==> src/hdl/erc_pkg.sv <==
// Package for the encoder revolution counter: field widths, milestone offsets,
// configuration register indexes and turn event codes.
// No dependencies.
package erc_pkg;

    localparam int ANGLE_W         = 13;
    localparam int WINDOW_W        = 12;
    localparam int COUNT_W         = 16;
    localparam int COUNTS_PER_TURN = 1 << ANGLE_W;

    localparam int NUM_MILESTONES  = 3;
    localparam int STACK_DEPTH     = 4;
    localparam int MS_W            = 2;
    localparam int TOP_W           = 2;

    // milestones sit at k * COUNTS_PER_TURN / 3
    localparam logic [ANGLE_W-1:0] MILESTONE_OFS [NUM_MILESTONES] = '{
        ANGLE_W'(0),
        ANGLE_W'(COUNTS_PER_TURN / 3),
        ANGLE_W'((2 * COUNTS_PER_TURN) / 3)
    };

    localparam logic [ANGLE_W-1:0]  START_ANGLE_RESET = '0;
    localparam logic [WINDOW_W-1:0] NEAR_WINDOW_RESET = WINDOW_W'(2000);

    localparam int CFG_IDX_W  = 1;
    localparam int CFG_DATA_W = ANGLE_W;

    typedef enum logic [CFG_IDX_W-1:0] {
        REG_START_ANGLE = 1'b0,
        REG_NEAR_WINDOW = 1'b1
    } cfg_reg_t;

    typedef enum logic [1:0] {
        TURN_NONE = 2'd0,
        TURN_FWD  = 2'd1,
        TURN_BWD  = 2'd2
    } turn_event_t;

    localparam logic [MS_W-1:0] MS_FORWARD = MS_W'(1);

endpackage

==> src/hdl/erc_ifs.sv <==
// Valid/ready channel interfaces of the encoder revolution counter:
// angle samples in, revolution results out, configuration writes.
// Depends on erc_pkg.
interface erc_sample_if
    import erc_pkg::*;
();
    logic               valid;
    logic               ready;
    logic [ANGLE_W-1:0] angle;
    logic               clear_count;

    modport source (output valid, output angle, output clear_count, input ready);
    modport sink   (input valid, input angle, input clear_count, output ready);
endinterface

interface erc_result_if
    import erc_pkg::*;
();
    logic                      valid;
    logic                      ready;
    logic signed [COUNT_W-1:0] revolutions;
    logic [1:0]                turn_event;

    modport source (output valid, output revolutions, output turn_event, input ready);
    modport sink   (input valid, input revolutions, input turn_event, output ready);
endinterface

interface erc_cfg_if
    import erc_pkg::*;
();
    logic                  valid;
    logic                  ready;
    logic [CFG_IDX_W-1:0]  index;
    logic [CFG_DATA_W-1:0] data;

    modport source (output valid, output index, output data, input ready);
    modport sink   (input valid, input index, input data, output ready);
endinterface

==> src/hdl/encoder_revolution_counter.sv <==
// Top level of the encoder revolution counter: milestone detection, milestone
// stack and the wrapping revolution count.
// Depends on erc_pkg and the channel interfaces in erc_ifs.sv.

// One result per angle sample, one sample per clock sustained while the result
// side does not stall. As a sample is taken into the input register its angle
// relative to start_angle is compared against the three milestone windows; it
// is then folded into the milestone stack and revolution count as it moves into
// the output register, so a result is valid once its sample has moved through
// the input register into the output register. The output register lets a new
// sample be taken while a result waits; when the result side stalls the
// pipeline holds and sample.ready drops once both registers are full.
// revolutions reports the count after this sample's update and before
// clear_count takes effect. Configuration writes are always accepted and
// should only be done while no sample is in flight.
module encoder_revolution_counter
    import erc_pkg::*;
(
    input  logic          clk,
    input  logic          rst_n,
    erc_sample_if.sink    sample,
    erc_result_if.source  result,
    erc_cfg_if.sink       cfg
);

    logic [ANGLE_W-1:0]  start_angle_reg;
    logic [WINDOW_W-1:0] near_window_reg;

    logic                      s1_valid_reg;
    logic [NUM_MILESTONES-1:0] s1_near_reg;
    logic                      s1_clear_reg;

    logic [MS_W-1:0]    stack_reg [STACK_DEPTH];
    logic [TOP_W-1:0]   top_reg;
    logic [COUNT_W-1:0] count_reg;

    logic               out_valid_reg;
    logic [COUNT_W-1:0] revolutions_reg;
    turn_event_t        turn_event_reg;

    logic                      out_load;
    logic                      step;
    logic [ANGLE_W-1:0]        rel_angle;
    logic [NUM_MILESTONES-1:0] near_next;

    logic [MS_W-1:0]    stack_next [STACK_DEPTH];
    logic [TOP_W-1:0]   top_next;
    logic [COUNT_W-1:0] count_next;
    turn_event_t        turn_event_next;

    // configuration
    assign cfg.ready = 1'b1;

    always_ff @(posedge clk or negedge rst_n)
    begin
        if (!rst_n)
        begin
            start_angle_reg <= START_ANGLE_RESET;
            near_window_reg <= NEAR_WINDOW_RESET;
        end
        else if (cfg.valid)
        begin
            unique case (cfg_reg_t'(cfg.index))
                REG_START_ANGLE: start_angle_reg <= cfg.data[ANGLE_W-1:0];
                REG_NEAR_WINDOW: near_window_reg <= cfg.data[WINDOW_W-1:0];
                default:         start_angle_reg <= start_angle_reg;
            endcase
        end
    end

    // handshake
    assign out_load     = !out_valid_reg || result.ready;
    assign step         = s1_valid_reg && out_load;
    assign sample.ready = !s1_valid_reg || out_load;

    // input stage: window compares
    assign rel_angle = sample.angle - start_angle_reg;

    always_comb
    begin
        for (int k = 0; k < NUM_MILESTONES; k++)
        begin
            near_next[k] = (rel_angle - MILESTONE_OFS[k]) < {1'b0, near_window_reg};
        end
    end

    always_ff @(posedge clk or negedge rst_n)
    begin
        if (!rst_n)
        begin
            s1_valid_reg <= 1'b0;
        end
        else if (sample.ready)
        begin
            s1_valid_reg <= sample.valid;
        end
    end

    always_ff @(posedge clk)
    begin
        if (sample.ready && sample.valid)
        begin
            s1_near_reg  <= near_next;
            s1_clear_reg <= sample.clear_count;
        end
    end

    // milestone stack and count update
    always_comb
    begin
        stack_next      = stack_reg;
        top_next        = top_reg;
        count_next      = count_reg;
        turn_event_next = TURN_NONE;

        // milestones in order, each may push; a push onto a full stack is dropped
        for (int k = 0; k < NUM_MILESTONES; k++)
        begin
            if (s1_near_reg[k] && (MS_W'(k) != stack_next[top_next])
                && (top_next != TOP_W'(STACK_DEPTH - 1)))
            begin
                top_next             = top_next + 1'b1;
                stack_next[top_next] = MS_W'(k);
            end
        end

        // back-and-forth motion undoes two entries
        if ((top_next >= TOP_W'(2))
            && (stack_next[top_next] == stack_next[top_next - TOP_W'(2)]))
        begin
            top_next = top_next - TOP_W'(2);
        end

        // full turn: direction from the second entry
        if ((top_next == TOP_W'(STACK_DEPTH - 1)) && (stack_next[STACK_DEPTH - 1] == stack_next[0]))
        begin
            if (stack_next[1] == MS_FORWARD)
            begin
                count_next      = count_reg + 1'b1;
                turn_event_next = TURN_FWD;
            end
            else
            begin
                count_next      = count_reg - 1'b1;
                turn_event_next = TURN_BWD;
            end
            top_next = '0;
        end
    end

    always_ff @(posedge clk or negedge rst_n)
    begin
        if (!rst_n)
        begin
            for (int i = 0; i < STACK_DEPTH; i++)
            begin
                stack_reg[i] <= '0;
            end
            top_reg       <= '0;
            count_reg     <= '0;
            out_valid_reg <= 1'b0;
        end
        else
        begin
            if (step)
            begin
                stack_reg <= stack_next;
                top_reg   <= top_next;
                count_reg <= s1_clear_reg ? '0 : count_next;
            end
            if (out_load)
            begin
                out_valid_reg <= s1_valid_reg;
            end
        end
    end

    always_ff @(posedge clk)
    begin
        if (step)
        begin
            revolutions_reg <= count_next;
            turn_event_reg  <= turn_event_next;
        end
    end

    assign result.valid       = out_valid_reg;
    assign result.revolutions = $signed(revolutions_reg);
    assign result.turn_event  = turn_event_reg;

    // checks
    a_fwd_increments: assert property (@(posedge clk) disable iff (!rst_n)
        (step && turn_event_next == TURN_FWD)
        |=> (out_valid_reg && revolutions_reg == $past(count_reg) + 16'd1))
        else $error("forward turn did not add one revolution");

    a_no_turn_holds: assert property (@(posedge clk) disable iff (!rst_n)
        (step && turn_event_next == TURN_NONE)
        |=> (revolutions_reg == $past(count_reg)))
        else $error("count changed without a turn");

    a_turn_empties_stack: assert property (@(posedge clk) disable iff (!rst_n)
        (step && turn_event_next != TURN_NONE) |=> (top_reg == '0))
        else $error("stack not emptied after a turn");

    a_stall_only_when_full: assert property (@(posedge clk) disable iff (!rst_n)
        !sample.ready |-> (out_valid_reg && !result.ready && s1_valid_reg))
        else $error("sample side stalled while pipeline could advance");

endmodule

==> src/flat_wrapper.sv <==
// flat-port wrapper written by rule: the top's interface ports become plain ports
module encoder_revolution_counter_flat import erc_pkg::*;
  (clk, rst_n, sample_valid, sample_angle, sample_clear_count, sample_ready, result_valid, result_revolutions, result_turn_event, result_ready, cfg_valid, cfg_index, cfg_data, cfg_ready);
  erc_sample_if sample_i ();
  erc_result_if result_i ();
  erc_cfg_if cfg_i ();
  input  logic clk;
  input  logic rst_n;
  input wire logic [$bits(sample_i.valid)-1:0] sample_valid;
  input wire logic [$bits(sample_i.angle)-1:0] sample_angle;
  input wire logic [$bits(sample_i.clear_count)-1:0] sample_clear_count;
  output wire logic [$bits(sample_i.ready)-1:0] sample_ready;
  output wire logic [$bits(result_i.valid)-1:0] result_valid;
  output wire logic [$bits(result_i.revolutions)-1:0] result_revolutions;
  output wire logic [$bits(result_i.turn_event)-1:0] result_turn_event;
  input wire logic [$bits(result_i.ready)-1:0] result_ready;
  input wire logic [$bits(cfg_i.valid)-1:0] cfg_valid;
  input wire logic [$bits(cfg_i.index)-1:0] cfg_index;
  input wire logic [$bits(cfg_i.data)-1:0] cfg_data;
  output wire logic [$bits(cfg_i.ready)-1:0] cfg_ready;
  assign sample_i.valid = sample_valid;
  assign sample_i.angle = sample_angle;
  assign sample_i.clear_count = sample_clear_count;
  assign sample_ready = sample_i.ready;
  assign result_valid = result_i.valid;
  assign result_revolutions = result_i.revolutions;
  assign result_turn_event = result_i.turn_event;
  assign result_i.ready = result_ready;
  assign cfg_i.valid = cfg_valid;
  assign cfg_i.index = cfg_index;
  assign cfg_i.data = cfg_data;
  assign cfg_ready = cfg_i.ready;
  encoder_revolution_counter u_core (.clk(clk), .rst_n(rst_n), .sample(sample_i), .result(result_i), .cfg(cfg_i));
endmodule
==> config.mk <==
export PLATFORM = sky130hd
export DESIGN_NAME = encoder_revolution_counter_flat
export DESIGN_NICKNAME = d
export VERILOG_FILES = /design/src/hdl/erc_pkg.sv /design/src/hdl/erc_ifs.sv /design/src/hdl/encoder_revolution_counter.sv /design/src/flat_wrapper.sv
export SDC_FILE = /design/constraint.sdc
export NUM_CORES = 1
export LEC_CHECK = 0
export ABC_AREA = 1
export BUFFER_PORTS_ARGS = -buffer_cell sky130_fd_sc_hd__buf_4
export CORE_MARGIN = 2
export CORE_UTILIZATION = 25
export DETAILED_ROUTE_END_ITERATION = 10
export HOLD_SLACK_MARGIN = 0.1
export SYNTH_ARGS = -nofsm -noshare
export SYNTH_HDL_FRONTEND = slang
export SYNTH_SLANG_ARGS = --single-unit
==> constraint.sdc <==
create_clock -name clk -period 5.4 [get_ports clk]
set_input_delay 0.54 -clock clk [delete_from_list [all_inputs] [get_ports clk]]
set_output_delay 0.54 -clock clk [all_outputs]
set_load 0.01 [all_outputs]
==> results.md, run 1 <==
- TritonCTS Buffers: 9
- Pins Over Slew Limit: 0
- Hold Fails Final Rpt: 0
- Clk_lat worst skew: 350 ps
- Residual DRC: 0
- Vias per cell: 4.32
- Main flop type after synthesis: dfrtp_1
- Worst Max-Slew Pin Slew: 1070 ps
- Io pins: 54
- Most Frequent Cell on Critical Path: nand2_1
- Clock root cell: clkbuf_16
- Synth area leader: dfrtp_1
- Longest Clk Path Bufs: 2
- CTS tree: built
- Clk slew on worst S/H paths: 60 ps
- Vias in the first global route: 5151
- Clk sink count: 75
- Die W: 162 µm
- Number of synthesized register bits: 75
- Design Power: 5.02 mW
- Met1 GRT Util: 15.7%
- Post-synthesis async set-or-reset flop share: 70.7%
- HPWL Detailed: 10800 µm
- Setup violations, final: 0
- Seq/Total Area, Yosys: 32.1%
- Mapped Cells: 784
- ANT nets after route: 0
- Critical path's slowest cell: dfrtp_2
- GRT Overall Usage: 11.7%
- Largest net degree at the start of global routing: 54
- Synth area leaders: dfrtp_1, ha_1, nand2_1
- Height of the die: 162 µm
- Worst EP arrival: 5080 ps
- Post-Syn Area: 0.00621 mm²
- Row cnt: 57
- Dpl ws: 76.6 ps
- M3 GR Usage: 2.31%
- Synth top area share: 18.9%
- Initial antenna violation count: 0
- First-pass DRT Iterations: 4
- Core area: 0.0244 mm²
- Achievable Freq: 201 MHz
- Peak VDD IR: 293 µV
- Layout cell share with drive strength beyond 1: 17.3%
- Internal reg-to-reg setup slack: 410 ps
- CTS H-tree lvls: 3
- WP buf/inv: 3
- Slew headroom: 28.5%
- GRT overflow: 0
- Most Crowded Layer GR: met2
- Initial Utilization: 25.5%
- Met2 Use GR: 19.3%
- Reg-to-reg endpoint: u_core.result.revolutions[15]
- Vias post-DR: 5052
- Syn_nets: 895
- Commonest non-fill, non-tap cells in the layout: nand2_1, inv_1, ha_1
- Final WS setup: 413 ps
- Power per cell area: 690 mW/mm²
- Crit path launch type: register
- Hold WS: 262 ps
- Area delta synth->final: 17.2%
- Crit-path max FO: 8
- CP required: 5500 ps
- Critical path type: reg2reg
- CP endpoint kind: register
- Max-cap violations: 0
- Status: finished, final reports clean
- Global-route wire length before repair: 24800 µm
- Commonest non-fill, non-tap cell in the layout: nand2_1
- Drt total wl: 14400 µm
- Mean area per synthesized cell: 7.92 µm²
- R2R depth: 33
- Delay of the slowest critical-path stage: 470 ps
- Die area: 0.0261 mm²
- Family with the most delay on the worst path: simple AND/OR/NAND/NOR gates
- RD Place Congestion: 0.842
- Initial DRC Count: 228
- Min cycle time layout: 4990 ps
- Clock Skews: 6.95 ps
- Final period util: 92.4%
- Type of the most critical hold path: in2async
- Syn. warnings: 0
- Static leakage: 3.72 nW
- IO Port Bufs: 52
- Layout net count: 952
- N_diodes: 0
- Post-synth EDFFs: 22
- Drt wl/cell: 12.3 µm
- Distinct cell type count after synthesis: 49
- Cts hold-fix bufs: 0
- Reg2reg start: u_core.top_reg[1]
cell usage after synthesis (3+ instances only):
master    count
dfstp_2       6
nand3_1      47
ha_1         76
o21a_1        4
edfxtp_1     22
nand2_4       5
dfrtp_1      47
clkbuf_1      7
inv_2         7
xnor2_1       9
o21ai_0      41
nor2_1       23
a21o_1        5
inv_1       115
nand3_4       4
and2_1       12
nand2_1     177
buf_4         4
nand2_2      20
or2_2         5
nand3_2       4
nand4_1      35
o211ai_1      3
xor2_1       23
nor2_4        3
nand4_2       3
o31ai_1       3
a21oi_1      47
what timing repair did:
item                       4_1_cts  5_1_grt
setup buffers                    0        1
hold endpoints to repair         0        0
gates resized for setup          0        9
setup endpoints to repair        0       12
cells by family after synthesis:
family | Yosys count | share of synthesized area (%)
AO/OA/AOI/OAI | 115 | 10.3
XOR/XNOR | 33 | 4.96
adder cells (fa/ha/maj) | 78 | 16.0
buffers and inverters | 138 | 8.94
flip-flops | 75 | 32.1
multiplexers | 1 | 0.181
other | 1 | 0.0604
AND/OR/NAND/NOR | 343 | 27.5
worst register-to-register path, delay by kind of cell, from the launching register on:
kind | cells | cell delay [ps]
simple gates | 19 | 1860
compound gates | 6 | 940
xor+xnor | 1 | 210
flops | 1 | 470
fa+ha+maj | 4 | 950
buf+inv | 3 | 300
stage by stage:
step	TNS [ps]	std cells	cell area, µm²	utilization [%]
after global placement	0	1153	6980	28.6
after global routing	-63.6	1170	7280	29.8
after floorplan	0	784	6220	-
after detailed placement	0	1153	6980	28.6
after CTS	0	1169	7240	29.7
final	0	1170	7280	29.8
per-layer routing:
layer  vias to the layer above  share of wire [%]
li1                       2699                  -
met1                      2280                 50
met2                        59                 46
met3                        14                2.8
met4                         0                1.2
met5                         -                  0
worst max-delay path by stage:
| stage | from | to | cells past startpoint | slack [ps] |
|---|---|---|---|---|
| 3_5_place_dp | u_core.top_reg[0] | u_core.count_reg[14] | 28 | 80 |
| 3_3_place_gp | u_core.top_reg[0] | u_core.count_reg[14] | 28 | 180 |
| 4_1_cts | u_core.top_reg[0] | u_core.count_reg[14] | 28 | 60 |
| 6_report | u_core.top_reg[1] | u_core.result.revolutions[15] | 33 | 410 |
| 2_1_floorplan | u_core.top_reg[0] | u_core.count_reg[14] | 28 | 110 |
| 5_1_grt | u_core.top_reg[1] | u_core.result.revolutions[15] | 33 | -40 |
report_power, final:
| part | internal (mW) | leakage, nW | total (mW) | switching (mW) |
|---|---|---|---|---|
| Combinational | 1.30 | 2.71 | 3.52 | 2.23 |
| Clock | 0.307 | 0.126 | 0.555 | 0.248 |
| Sequential | 0.835 | 0.887 | 0.943 | 0.108 |
area by class of cell:
| cell class | instances | area (µm²) |
|---|---|---|
| Sequential cell | 75 | 2000 |
| Clock buffer | 10 | 229 |
| Multi-Input combinational cell | 571 | 3690 |
| Clock inverter | 6 | 33.8 |
| Timing Repair Buffer | 60 | 450 |
| Tap cell | 324 | 405 |
| Fill cell | 2646 | 17100 |
| Inverter | 124 | 472 |
Note: power is estimated with default switching activity, not from simulation.
==> inputs of run 2 (changes only) <==
--- a/config.mk
+++ b/config.mk
@@ -7,7 +7,6 @@
 export LEC_CHECK = 0
 export ABC_AREA = 1
 export BUFFER_PORTS_ARGS = -buffer_cell sky130_fd_sc_hd__buf_4
-export CORE_MARGIN = 2
 export CORE_UTILIZATION = 25
 export DETAILED_ROUTE_END_ITERATION = 10
 export HOLD_SLACK_MARGIN = 0.1
==> run 2 against run 1 <==
Compared with the run above: sequential share of layout area shrank 0.15 points; largest cell class unchanged; register-to-register slack better by 40 ps; fmax up 0.89%; design area rose by 0.55%.
==> results.md, run 2 (synthesized netlist as in run 1, its figures left out) <==
- Pins Over Slew Limit: 0 (unchanged)
- Hold Fails Final Rpt: 0 (unchanged)
- Io pins: 54 (unchanged)
- Crit-path max FO: 8 (unchanged)
- N_diodes: 0 (unchanged)
- CTS tree: built
- R2R depth: 33 (unchanged)
- Internal reg-to-reg setup slack: 460 ps (+40 ps)
- CTS H-tree lvls: 3 (unchanged)
- Drt total wl: 14600 µm (+1.4%)
- Row cnt: 57 (unchanged)
- Commonest non-fill, non-tap cell in the layout: nand2_1
- Final WS setup: 457 ps (+44.0 ps)
- Clk slew on worst S/H paths: 60 ps (about the same)
- Largest net degree at the start of global routing: 54 (unchanged)
- WP buf/inv: 3 (unchanged)
- Residual DRC: 0 (unchanged)
- Vias per cell: 4.37 (+1.3%)
- Achievable Freq: 202 MHz (+0.89%)
- Family with the most delay on the worst path: simple AND/OR/NAND/NOR gates
- Type of the most critical hold path: in2async
- Crit path launch type: register
- ANT nets after route: 0 (unchanged)
- Initial antenna violation count: 0 (unchanged)
- Reg2reg start: u_core.top_reg[0]
- WL met1: 7160 µm (-1.2%)
- GRT Overall Usage: 11.9% (+0.22 points)
- Slew headroom: 35.7% (+7.2 points)
- Reg-to-reg endpoint: u_core.result.revolutions[15]
- Global-route wire length before repair: 24400 µm (-1.6%)
- Longest Clk Path Bufs: 2 (unchanged)
- Drt wl/cell: 12.5 µm (+1.4%)
- GRT overflow: 0 (unchanged)
- Worst Max-Slew Pin Slew: 963 ps (-108 ps)
- Critical path type: reg2reg
- IO Port Bufs: 52 (unchanged)
- Clock Skews: 10.3 ps (+3.37 ps)
- Dpl ws: 177 ps (+101 ps)
- Final period util: 91.5% (-0.82 points)
- TritonCTS Buffers: 9 (unchanged)
- Core area: 0.0243 mm² (-0.29%)
- Height of the die: 160 µm (-1.2%)
- Initial Utilization: 25.5% (+0.075 points)
- Delay of the slowest critical-path stage: 450 ps (-20 ps)
- Clock root cell: clkbuf_16
- Die area: 0.0255 mm² (-2.5%)
- Crit path from: u_core.top_reg[0]
- Commonest non-fill, non-tap cells in the layout: nand2_1, inv_1, ha_1
- Critical path's slowest cell: dfrtp_2
- Vias post-DR: 5117 (+1.3%)
- Max-cap violations: 0 (unchanged)
- RD Place Congestion: 0.852 (+1.1%)
- Initial DRC Count: 224 (-1.8%)
- CP required: 5490 ps (about the same)
- Vias in the first global route: 4999 (-3.0%)
- Most Frequent Cell on Critical Path: nand2_1
- Layout net count: 952 (unchanged)
- Layout cell share with drive strength beyond 1: 17.5% (+0.24 points)
- HPWL Detailed: 11100 µm (+2.6%)
- Area delta synth->final: 17.8%
- Min cycle time layout: 4940 ps (-44.0 ps)
- Setup violations, final: 0 (unchanged)
- Worst setup endpoint: u_core.result.revolutions[15]
- CP endpoint kind: register
- Routed wl met2: 6620 µm (+1.2%)
- Worst path depth: 33 (unchanged)
- Routed wl met3: 550 µm (+39%)
- Die W: 160 µm (-1.2%)
- End-of-flow core utilization: 30.1% (+0.25 points)
- Clk_lat worst skew: 350 ps (about the same)
- DR top layer: met4
- Worst EP arrival: 5030 ps (-50 ps)
- Status: finished, final reports clean
- Cts hold-fix bufs: 0 (unchanged)
- First-pass DRT Iterations: 4 (unchanged)
- Clk sink count: 75 (unchanged)
-- run 2: per-layer routing --
layer | GRT usage [%] | vias to the layer above
met5 | 0 | -
met4 | 3.93 | 0
met3 | 2.65 | 18
met2 | 19.6 | 78
met1 | 15.5 | 2299
li1 | - | 2722
-- run 2: timing repair --
action,in CTS,in global routing
setup endpoints to repair,0,8
resized for setup,0,13
setup buffers,0,1
-- run 2: worst reg2reg max path: cells and delay by family, from the launching register on --
kind / cells / cell delay [ps]
flops: 1 / 450
buf+inv: 3 / 290
fa+ha+maj: 4 / 970
xor+xnor: 1 / 210
simple gates: 19 / 1880
compound gates: 6 / 880
-- run 2: cell type report --
| class | count | area, µm² |
|---|---|---|
| Fill cell | 2582 | 17000 |
| Multi-Input combinational cell | 571 | 3710 |
| Sequential cell | 75 | 2000 |
| Inverter | 124 | 468 |
| Timing Repair Buffer | 60 | 450 |
| Tap cell | 324 | 405 |
| Clock buffer | 14 | 275 |
| Clock inverter | 2 | 10.0 |
-- run 2: metrics by stage --
stage	cell area, µm²	hold WS, ps	cells	TNS, ps
after floorplan	6220	244	784	0
after detailed placement	6980	420	1153	0
after global placement	6980	414	1153	0
after global routing	7320	332	1170	-19.8
after CTS	7260	293	1169	0
final	7320	266	1170	0
-- run 2: worst min-delay path by stage --
| stage | endpoint | slack, ps | cells past startpoint |
|---|---|---|---|
| 2_1_floorplan | u_core.count_reg[0] | 240 | 0 |
| 3_3_place_gp | u_core.stack_reg[6] | 410 | 0 |
| 3_5_place_dp | u_core.stack_reg[6] | 420 | 0 |
| 4_1_cts | u_core.count_reg[9] | 290 | 1 |
| 5_1_grt | u_core.count_reg[7] | 330 | 1 |
| 6_report | u_core.count_reg[10] | 270 | 1 |
Power of run 2 is left out: the tool's default activity adds up to more than one toggle a clock period on the data nets, which glitch-free logic cannot reach.
==> inputs of run 3 (changes only) <==
==> constraint.sdc (replaced) <==
create_clock -name clk -period 5.8 [get_ports clk]
set_input_delay 0.58 -clock clk [delete_from_list [all_inputs] [get_ports clk]]
set_output_delay 0.58 -clock clk [all_outputs]
set_load 0.01 [all_outputs]
==> run 3 against run 2 <==
Compared with the run above: routed wire length is 1.8% lower; clock skew is 1.1 ps higher; die area stayed put; non-clock buffer count is 4 lower; first-iteration DRC count is 12% lower; sequential share of layout area is 0.083 points higher; critical path depth is 1 lower; via count is 0.47% higher; flip-flop and latch count stayed put; register-to-register slack better by 20 ps; global-route usage is 0.12 points lower; design area is 0.43% lower.
==> results.md, run 3 (synthesized netlist as in run 1, its figures left out) <==
- CTS tree: built
- Final Cell Area: 0.00729 mm² (-0.43%)
- IO Port Bufs: 52 (unchanged)
- RD Place Congestion: 0.885 (+3.9%)
- Most Crowded Layer GR: met2
- Die W: 160 µm (unchanged)
- Global-route wire length before repair: 24500 µm (+0.31%)
- Drt total wl: 14300 µm (-1.8%)
- N_diodes: 0 (unchanged)
- Achievable Freq: 188 MHz (-7.1%)
- Initial antenna violation count: 1 (+1)
- Min cycle time layout: 5320 ps (+379 ps)
- Cts hold-fix bufs: 0 (unchanged)
- Row cnt: 57 (unchanged)
- Vias post-DR: 5141 (+0.47%)
- M3 GR Usage: 3.14% (+0.49 points)
- Slew headroom: 33.4% (-2.3 points)
- Die area: 0.0255 mm² (unchanged)
- Final TNS setup: 0 ps (unchanged)
- RSZ-0062 raised after global routing: false
- CTS H-tree lvls: 3 (unchanged)
- Clk_lat worst skew: 340 ps (about the same)
- Longest Clk Path Bufs: 2 (unchanged)
- Setup violations, final: 0 (unchanged)
- Crit-path max FO: 17 (+9)
- Initial Utilization: 25.5% (unchanged)
- Layout net count: 948 (-0.42%)
- Max-cap violations: 0 (unchanged)
- Core area: 0.0243 mm² (unchanged)
- Vias in the first global route: 5058 (+1.2%)
- Clk slew on worst S/H paths: 60 ps (about the same)
- Drt wl/cell: 12.3 µm (-1.4%)
- Delay of the slowest critical-path stage: 450 ps (about the same)
- Commonest non-fill, non-tap cell in the layout: nand2_1
- Area delta synth->final: 17.3%
- Hold Fails Final Rpt: 0 (unchanged)
- Largest net degree at the start of global routing: 54 (unchanged)
- First-pass DRT Iterations: 5 (+1)
- GRT Overall Usage: 11.8% (-0.12 points)
- Critical path's slowest cell: dfrtp_1
- Met1 GRT Util: 15.2% (-0.23 points)
- HPWL Detailed: 10900 µm (-1.9%)
- Pins Over Slew Limit: 0 (unchanged)
- Type of the most critical hold path: in2async
- CP required: 5890 ps (+400 ps)
- Io pins: 54 (unchanged)
- Most Frequent Cell on Critical Path: nand2_1
- Clock Skews: 11.4 ps (+1.10 ps)
- Layout cell share with drive strength beyond 1: 16.5% (-0.99 points)
- Worst EP arrival: 5410 ps (+380 ps)
- Commonest non-fill, non-tap cells in the layout: nand2_1, inv_1, ha_1
- Crit path launch type: register
- TritonCTS Buffers: 9 (unchanged)
- Height of the die: 160 µm (unchanged)
- Final period util: 91.8% (+0.21 points)
- CP endpoint kind: register
- Residual DRC: 0 (unchanged)
- End-of-flow core utilization: 30.0% (-0.13 points)
- WP buf/inv: 3 (unchanged)
- Vias per cell: 4.41 (+0.81%)
- ANT nets after route: 0 (unchanged)
- Family with the most delay on the worst path: simple AND/OR/NAND/NOR gates
- Met2 Use GR: 19.4% (-0.14 points)
- Worst Max-Slew Pin Slew: 998 ps (+35.1 ps)
- Post-DP Area: 0.00695 mm² (-0.43%)
- Clock root cell: clkbuf_16
- GRT overflow: 0 (unchanged)
- Clk sink count: 75 (unchanged)
- Critical path type: reg2reg
- Placed Cells incl. Taps: 1150 (-0.26%)
- Initial DRC Count: 198 (-12%)
- Non-filler cells, final: 1166 (-0.34%)
- Status: finished, final reports clean
[run 3: cell types whose count changed in the layout (fill, tap and decap cells not counted), moves of 2 or more]
cell,change
clkbuf_1,-3
buf_4,-4
dfrtp_1,+2
dfrtp_2,-2
[run 3: worst paths after layout]
kind	start	to	slack, ps	cells past startpoint
setup / recovery	u_core.top_reg[0]	u_core.result.revolutions[15]	480	32
hold / removal	rst_n	u_core.start_angle_reg[2]	280	1
setup reg to reg	u_core.top_reg[0]	u_core.result.revolutions[15]	480	32
hold reg to reg	u_core.stack_reg[6]	u_core.stack_reg[6]	420	0
max in group asynchronous	rst_n	u_core.stack_reg[6]	5010	1
min in group clk	u_core.stack_reg[6]	u_core.stack_reg[6]	420	0
[run 3: timing repair]
action | CTS | global route
resized for setup | 0 | 6
setup buffers | 0 | 0
endpoints found under the setup margin | 0 | 7
hold endpoints to repair | 0 | 0
[run 3: final cells by class]
| cell class | count | area, µm² |
|---|---|---|
| Clock buffer | 12 | 289 |
| Tap cell | 324 | 405 |
| Multi-Input combinational cell | 571 | 3680 |
| Sequential cell | 75 | 1990 |
| Fill cell | 2590 | 17000 |
| Clock inverter | 4 | 27.5 |
| Inverter | 124 | 468 |
| Timing Repair Buffer | 56 | 420 |
[run 3: through the flow]
stage          setup WS [ps]  hold slack [ps]
5_1_grt                 9.78              369
3_3_place_gp             428              409
4_1_cts                  168              327
2_1_floorplan            207              284
6_report                 478              281
3_5_place_dp             286              411
[run 3: metal layers]
layer  wire [µm]  vias up
met4         160        2
met3         684       15
met2        6650      103
met5          17        -
met1        6800     2323
li1            -     2698
Power of run 3 is left out for the same reason.
